<file path="src/rtl/bsfb_pkg.sv">
package bsfb_pkg;

  // Store geometry and reserved room around the payload.
  localparam int STORE_BYTES  = 1024;
  localparam int HEADER_ROOM  = 5;
  localparam int TRAILER_ROOM = 4;
  localparam int PAYLOAD_ROOM = STORE_BYTES - HEADER_ROOM - TRAILER_ROOM;
  localparam int ADDR_W       = $clog2(STORE_BYTES);

  // Fixed field widths.
  localparam int IDX_W  = 10;
  localparam int LEN_W  = 11;
  localparam int SUM_W  = 16;
  localparam int CFG_IDX_W = 2;

  // Depth of the queue between front and back.
  localparam int QUEUE_DEPTH = 2;

  // Register reset values.
  localparam logic [7:0] HEAD_RESET = 8'hAA;
  localparam logic [7:0] ESC_RESET  = 8'h55;
  localparam logic [7:0] MASK_RESET = 8'h20;

  // Close sequence slots: head, length low/high, checksum low/high.
  localparam int SLOT_W = 4;
  localparam logic [SLOT_W-1:0] SLOT_HEAD     = 4'd0;
  localparam logic [SLOT_W-1:0] SLOT_LO_A     = 4'd1;
  localparam logic [SLOT_W-1:0] SLOT_LO_B     = 4'd2;
  localparam logic [SLOT_W-1:0] SLOT_HI_A     = 4'd3;
  localparam logic [SLOT_W-1:0] SLOT_HI_B     = 4'd4;
  localparam logic [SLOT_W-1:0] SLOT_C0_A     = 4'd5;
  localparam logic [SLOT_W-1:0] SLOT_C0_B     = 4'd6;
  localparam logic [SLOT_W-1:0] SLOT_C1_A     = 4'd7;
  localparam logic [SLOT_W-1:0] SLOT_C1_B     = 4'd8;

  typedef enum logic [1:0] {
    OP_PAYLOAD = 2'd0,
    OP_CLOSE   = 2'd1,
    OP_READ    = 2'd2,
    OP_CLEAR   = 2'd3
  } op_e;

  typedef enum logic [CFG_IDX_W-1:0] {
    REG_HEAD = 2'd0,
    REG_ESC  = 2'd1,
    REG_MASK = 2'd2
  } reg_e;

  typedef enum logic [1:0] {
    BK_IDLE,
    BK_PAY2,
    BK_CLOSE,
    BK_READ
  } back_state_e;

  typedef struct packed {
    logic [7:0] head;
    logic [7:0] esc;
    logic [7:0] mask;
  } cfg_t;

  typedef struct packed {
    op_e              op;
    logic [7:0]       data;
    logic [IDX_W-1:0] idx;
  } item_t;

  typedef struct packed {
    logic [7:0]       out_byte;
    logic [LEN_W-1:0] len;
    logic             ovr;
    logic             rdy;
  } res_t;

  // A byte that must be escaped inside the frame.
  function automatic logic is_special(input logic [7:0] b, input cfg_t cfg);
    is_special = (b == cfg.head) || (b == cfg.esc);
  endfunction

endpackage

</file>
<file path="src/rtl/bsfb_front.sv">
module bsfb_front import bsfb_pkg::*; (
  input  logic             clk_i,
  input  logic             rst_ni,
  input  logic             in_valid_i,
  output logic             in_ready_o,
  input  logic [1:0]       op_i,
  input  logic [7:0]       data_byte_i,
  input  logic [IDX_W-1:0] read_index_i,
  output item_t            item_o,
  output logic             item_valid_o,
  input  logic             item_pop_i
);

  localparam int PTR_W = (QUEUE_DEPTH > 1) ? $clog2(QUEUE_DEPTH) : 1;
  localparam int CNT_W = PTR_W + 1;

  item_t             mem_q [QUEUE_DEPTH];
  logic [PTR_W-1:0]  wptr_q, wptr_d;
  logic [PTR_W-1:0]  rptr_q, rptr_d;
  logic [CNT_W-1:0]  cnt_q, cnt_d;
  logic              push, pop;
  item_t             item_in;

  // Classify the incoming word: the op code becomes its enum.
  always_comb begin
    item_in.op   = op_e'(op_i);
    item_in.data = data_byte_i;
    item_in.idx  = read_index_i;
  end

  assign in_ready_o   = (cnt_q != CNT_W'(QUEUE_DEPTH));
  assign item_valid_o = (cnt_q != '0);
  assign item_o       = mem_q[rptr_q];
  assign push         = in_valid_i && in_ready_o;
  assign pop          = item_pop_i && item_valid_o;

  // Queue pointers and fill count.
  always_comb begin
    wptr_d = push ? wptr_q + 1'b1 : wptr_q;
    rptr_d = pop  ? rptr_q + 1'b1 : rptr_q;
    cnt_d  = cnt_q;
    if (push && !pop) begin
      cnt_d = cnt_q + 1'b1;
    end else if (pop && !push) begin
      cnt_d = cnt_q - 1'b1;
    end
  end

  always_ff @(posedge clk_i or negedge rst_ni) begin
    if (!rst_ni) begin
      wptr_q <= '0;
      rptr_q <= '0;
      cnt_q  <= '0;
    end else begin
      wptr_q <= wptr_d;
      rptr_q <= rptr_d;
      cnt_q  <= cnt_d;
    end
  end

  // Queue storage holds every accepted word: op, data byte and read index.
  always_ff @(posedge clk_i) begin
    if (push) begin
      mem_q[wptr_q] <= item_in;
    end
  end

endmodule

</file>
<file path="config.mk">
export PLATFORM = sky130hd
export DESIGN_NAME = bsfb_front
export DESIGN_NICKNAME = d
export VERILOG_FILES = /design/src/rtl/bsfb_pkg.sv /design/src/rtl/bsfb_front.sv
export SDC_FILE = /design/constraint.sdc
export NUM_CORES = 1
export LEC_CHECK = 0
export BUFFER_PORTS_ARGS = -buffer_cell sky130_fd_sc_hd__buf_2
export CAP_MARGIN = 20
export CORE_ASPECT_RATIO = 2
export CORE_UTILIZATION = 40
export DETAILED_ROUTE_END_ITERATION = 16
export GPL_TIMING_DRIVEN = 0
export PLACE_DENSITY_LB_ADDON = 0.08
export SYNTH_ARGS = -nofsm -noshare
export SYNTH_HDL_FRONTEND = slang
export SYNTH_SLANG_ARGS = --single-unit
</file>
<file path="constraint.sdc">
create_clock -name clk_i -period 1.7 [get_ports clk_i]
set_input_delay 0.255 -clock clk_i [delete_from_list [all_inputs] [get_ports clk_i]]
set_output_delay 0.255 -clock clk_i [all_outputs]
set_load 0.05 [all_outputs]
</file>
; ---- Word level (Yosys, flattened, before mapping)
; Memory sizes are Yosys's and may differ from the RTL's.
; Index checks and enable logic that the tools add are counted.
; Widths: inputs -> output; s select.
[totals]
regBits = 4
mem_bits_rw = 40
in_bits = 24
memories = 1
[mem_list]
columns = name, words, width, read_ports, rd_ports_with_merged_regs, wr, line
row1 = mem_q, 2, 20, 1, 0, 1, bsfb_front.sv:17  ; item_t mem_q [QUEUE_DEPTH];
[op_classes]
add_sub_neg = 4
eq_ne = 1
muxes = 4
n_reduce_logical = 8
[ops]
columns = cell, n
row1 = $logic_and 1x1->1, 4
row2 = $mux 2, 2
row3 = $reduce_bool 2->1, 2
row4 = $add 1x1->1 const B, 2
row5 = $add 2x1->2 const B, 1
row6 = $logic_not 1->1, 2
row7 = $mux 1, 2
row8 = $ne 2x2->1 const B, 1
row9 = $sub 2x1->2 const B, 1

; ---- Logic depth before layout (Yosys ltp)
[logic_depth]
depth_word = 6
mapped_depth = 7
mapped_depth_nobuf = 7

; ---- Least setup slack after synthesis
; No wires, ideal clock.
[synth_timing]
kind = register -> register
startpoint = register cnt_q[0]
endpoint = memory mem_q[0][0] (netlist name) (enable)
t_arrival_ns = 1.627
setup_slack_ns = -0.323
stages_incl_launch_ff = 4
n_path_buf = 0
path_cell_list = dfrtp_1 -> nand2b_4 -> nand2_1 -> nor2_1
[synth_via]
elab_chain_len = 4
[synth_rtl]
columns = element, line
row1 = from (decl), bsfb_front.sv:20  ; logic [CNT_W-1:0] cnt_q, cnt_d;
row2 = from (signal assigned), bsfb_front.sv:57  ; cnt_q <= cnt_d;
row3 = $ne 2x2->1, bsfb_front.sv:31  ; assign in_ready_o = (cnt_q != CNT_W'(QUEUE_DEPTH));
row4 = via in_ready_o, bsfb_front.sv:5  ; output logic in_ready_o,
row5 = $logic_and 1x1->1, bsfb_front.sv:34  ; assign push = in_valid_i && in_ready_o;
row6 = $mux 1, bsfb_front.sv:63  ; if (push) begin
row7 = $mux 1 (implied by the code), bsfb_front.sv:64  ; mem_q[wptr_q] <= item_in;
row8 = to (decl), bsfb_front.sv:17
; The timed path passes the listed nets, and every way through them passes these cells.

==> summary.md <==
| Metric | Value |
|---|---|
| Status | `complete, no violations` |
| Fmax | `between 600 and 700 MHz` |
| Die Area | `about 4400 um2` |
| Die Ht | `93.3 um` |
| Reg2Reg Depth | `3` |
| Share of power burned in combinational logic | `47.2%` |
| Relative slew slack | `~63%` |
| VDD IR max | `1.17 mV` |
| Fin crit share | `between 90% and 100%` |
| CTS H-tree depth | `2` |
| Final net count | `158` |
| DP Worst Slack | `-0.115 ns` |
| Critical path, cell by cell | `buf_8 -> mux2_2 -> buf_2` |
| LEAKAGE | `between 0.8 and 0.9 nW` |
| Core ar. | `a little under 4000 um2` |
| Syn Area/Cell | `~21 um2` |
| Layout cells sized above 1 | `58.2%` |
| Final slew viol count | `0` |
| Num Clock Sinks | `44` |
| Detailed-route wire length | `2.52 mm` |
| Final WS setup | `0.0599 ns` |
| Setup Skew | `0.00211 ns` |
| DRT Pass-1 Iters | `3` |
| Number of global-route vias before repair | `roughly 950` |
| Pwr Density | `between 1500 and 2000 nW/um2` |
| Hold WC Path Type | `primary input to register` |
| Synth cell types | `14` |
| Vias per cell | `4.65` |
| First-pass GRT wire length | `4.03 mm` |
| CP peak stage delay | `0.41 ns` |
| Setup CP Type | `register to output pin` |
| DR iter-0 viols | `8` |
| Reg clk slew, reported paths | `0.07 ns` |
| Register area share after synthesis | `78.1%` |
| Post-CTS setup buffer count | `0` |
| Crit path max-delay family | `flip-flops` |
| Slowest CP cell | `dfrtp_2` |
| Mapped Cells | `80` |
| GRT overflow | `0` |
| DR DRC count | `0` |
| Filler cells | `between 300 and 400` |
| Clock share of power | `14.2%` |
| Largest net degree at the start of global routing | `21` |
| CTS root buf | `clkbuf_8` |
| Synthesis Warnings | `0` |
| Clock tree buffer depth | `2` |
| #FFs+latches synth | `44` |
| Routability congestion estimate | `0.629` |
| CTS tree | `built` |
| DR WL/cell | `about 14 um` |
| CP Launch Type | `register` |
| I/O pins | `46` |
| Die W | `47.6 um` |
| Hpwl dp | `1.79 mm` |
| Worst slew pin tran | `0.556 ns` |
| Crit path arrival time | `1.39 ns` |
| Net switching power | `1.71 mW` |
| Synth-to-Final Area Change | `25.5%` |
| N_diodes | `0` |
| Core Rows | `32` |
| Initial core utilization | `42.4%` |
| Int Power | `approximately 2.5 mW` |
| Final setup fails | `0` |
| Final ANT Viol Nets | `0` |
| Worst Hold Margin | `0.158 ns` |
| Max-Cap Viols | `0` |
| Post-Layout Cell Count | `185` |
| GRT Util Overall | `13.2%` |
| Reg power frac | `38.6%` |
| Buf/Inv on CP | `2` |
| Initial antenna violation count | `0` |
| Sw frac | `41.0%` |
| Placed Cells | `between 150 and 200` |
| Placement Cell Area | `1960 um2` |
| Port Buffers | `45` |
| Hold path depth | `1` |
| Post-Syn Area | `around 1700 um2` |
| Worst skew pair latency | `0.28 ns` |
| Final Cell Area | `about 2100 um2` |
| Critical Path End Type | `output pin` |
| Synthesized net count | `105` |
| CP max FO | `10` |
| Crit path required time | `approximately 1.4 ns` |
| Tmin final | `1.64 ns` |
| Crit path depth | `3` |
| Final Hold Viols | `0` |
| CTS Buf Count | `5` |
| Via count | `861` |
[synthesized netlist by cell type]
cell type / instances / area, um2
and3_1: 1 / 6.26
mux2_2: 20 / 225
nor2_1: 2 / 7.51
xor2_1: 2 / 17.5
nand2b_4: 1 / 13.8
or2_4: 1 / 8.76
clkbuf_8: 2 / 27.5
ha_1: 1 / 12.5
nand2_4: 1 / 11.3
nand2_1: 1 / 3.75
xnor2_1: 3 / 26.3
dfrtp_1: 4 / 100
inv_1: 1 / 3.75
edfxtp_1: 40 / 1200
[kinds of logic after synthesis]
kind of cell / count (synthesis) / synth area share [%]
buffers and inverters: 3 / 1.88
and+or+nand+nor: 7 / 3.08
DFF: 44 / 78.1
xor gates and xnor gates: 5 / 2.63
adders and majority gates: 1 / 0.751
muxes: 20 / 13.5
[cells in the final DEF, fill, tap and decap left out, types with 2 or more instances in the layout]
cell      netlist  routed
clkbuf_1        0       3
xnor2_1         3       3
xor2_1          2       2
dfrtp_1         4       3
clkbuf_8        2       5
mux2_2         20      20
buf_2           0      32
buf_4           0      13
edfxtp_1       40      40
buf_8           0       2
[power by group through the flow]
stage / sequential (mW) / combinational [mW] / clock (mW)
after floorplan: 1.60 / 1.54 / 0
after global placement: 1.61 / 1.87 / 0
after detailed placement: 1.63 / 1.89 / 0
after CTS: 1.60 / 1.97 / 0.622
after global routing: 1.64 / 2.08 / 0.651
final: 1.61 / 1.97 / 0.593
[per-stage QoR]
step | TNS [ns] | power [mW] | utilization, %
2_1_floorplan | 0 | 3.13 | -
3_3_place_gp | -1.14 | 3.48 | 50.0
3_5_place_dp | -2.29 | 3.51 | 50.0
4_1_cts | 0 | 4.19 | 53.0
5_1_grt | -0.000181 | 4.37 | 53.3
6_report | 0 | 4.17 | 53.3
[worst paths after layout]
check / start / to / slack, ns
min in group asynchronous: rst_ni / wptr_q / 0.31
max in group asynchronous: rst_ni / rptr_q / 1.26
worst max register to register: cnt_q[0] / mem_q[0][13] / 0.15
worst max-delay path: rptr_q / item_o[6] / 0.06
worst min register to register: cnt_q[0] / cnt_q[0] / 0.55
worst min-delay path: data_byte_i[4] / mem_q[1][14] / 0.16
[layer usage]
metal  up-vias  GRT usage, %  share of wire [%]  wire [um]
li1        409             -                  -          -
met1       416          12.4                 34        862
met2        30          23.4                 57       1450
met3         6          3.86                5.9        149
met4         0          6.94                2.4         61
met5         -             0                  0          0
[sequential cells by signal, indices dropped and copies added (netlist names)]
name	flops
cnt_q	2
mem_q	40
rptr_q	1
wptr_q	1
[layout make-up]
| cell class | count | area, um2 | area share [%] |
|---|---|---|---|
| flip-flops and latches | 44 | 1300 | 62.3 |
| multi-input cells | 33 | 342 | 16.3 |
| repair buffers | 46 | 268 | 12.8 |
| clock buffers | 8 | 80.1 | 3.83 |
| well taps | 51 | 63.8 | 3.05 |
| plain buffers | 2 | 30.0 | 1.44 |
| inverters | 1 | 3.75 | 0.180 |
[what timing repair did]
item / CTS / global route
hold endpoints to repair: 4 / 0
cloned: 0 / 0
hold buffers: 1 / 0
endpoints found under the setup margin: 30 / 19
gates resized for setup: 11 / 9
Power figures use the tool's default switching activity.
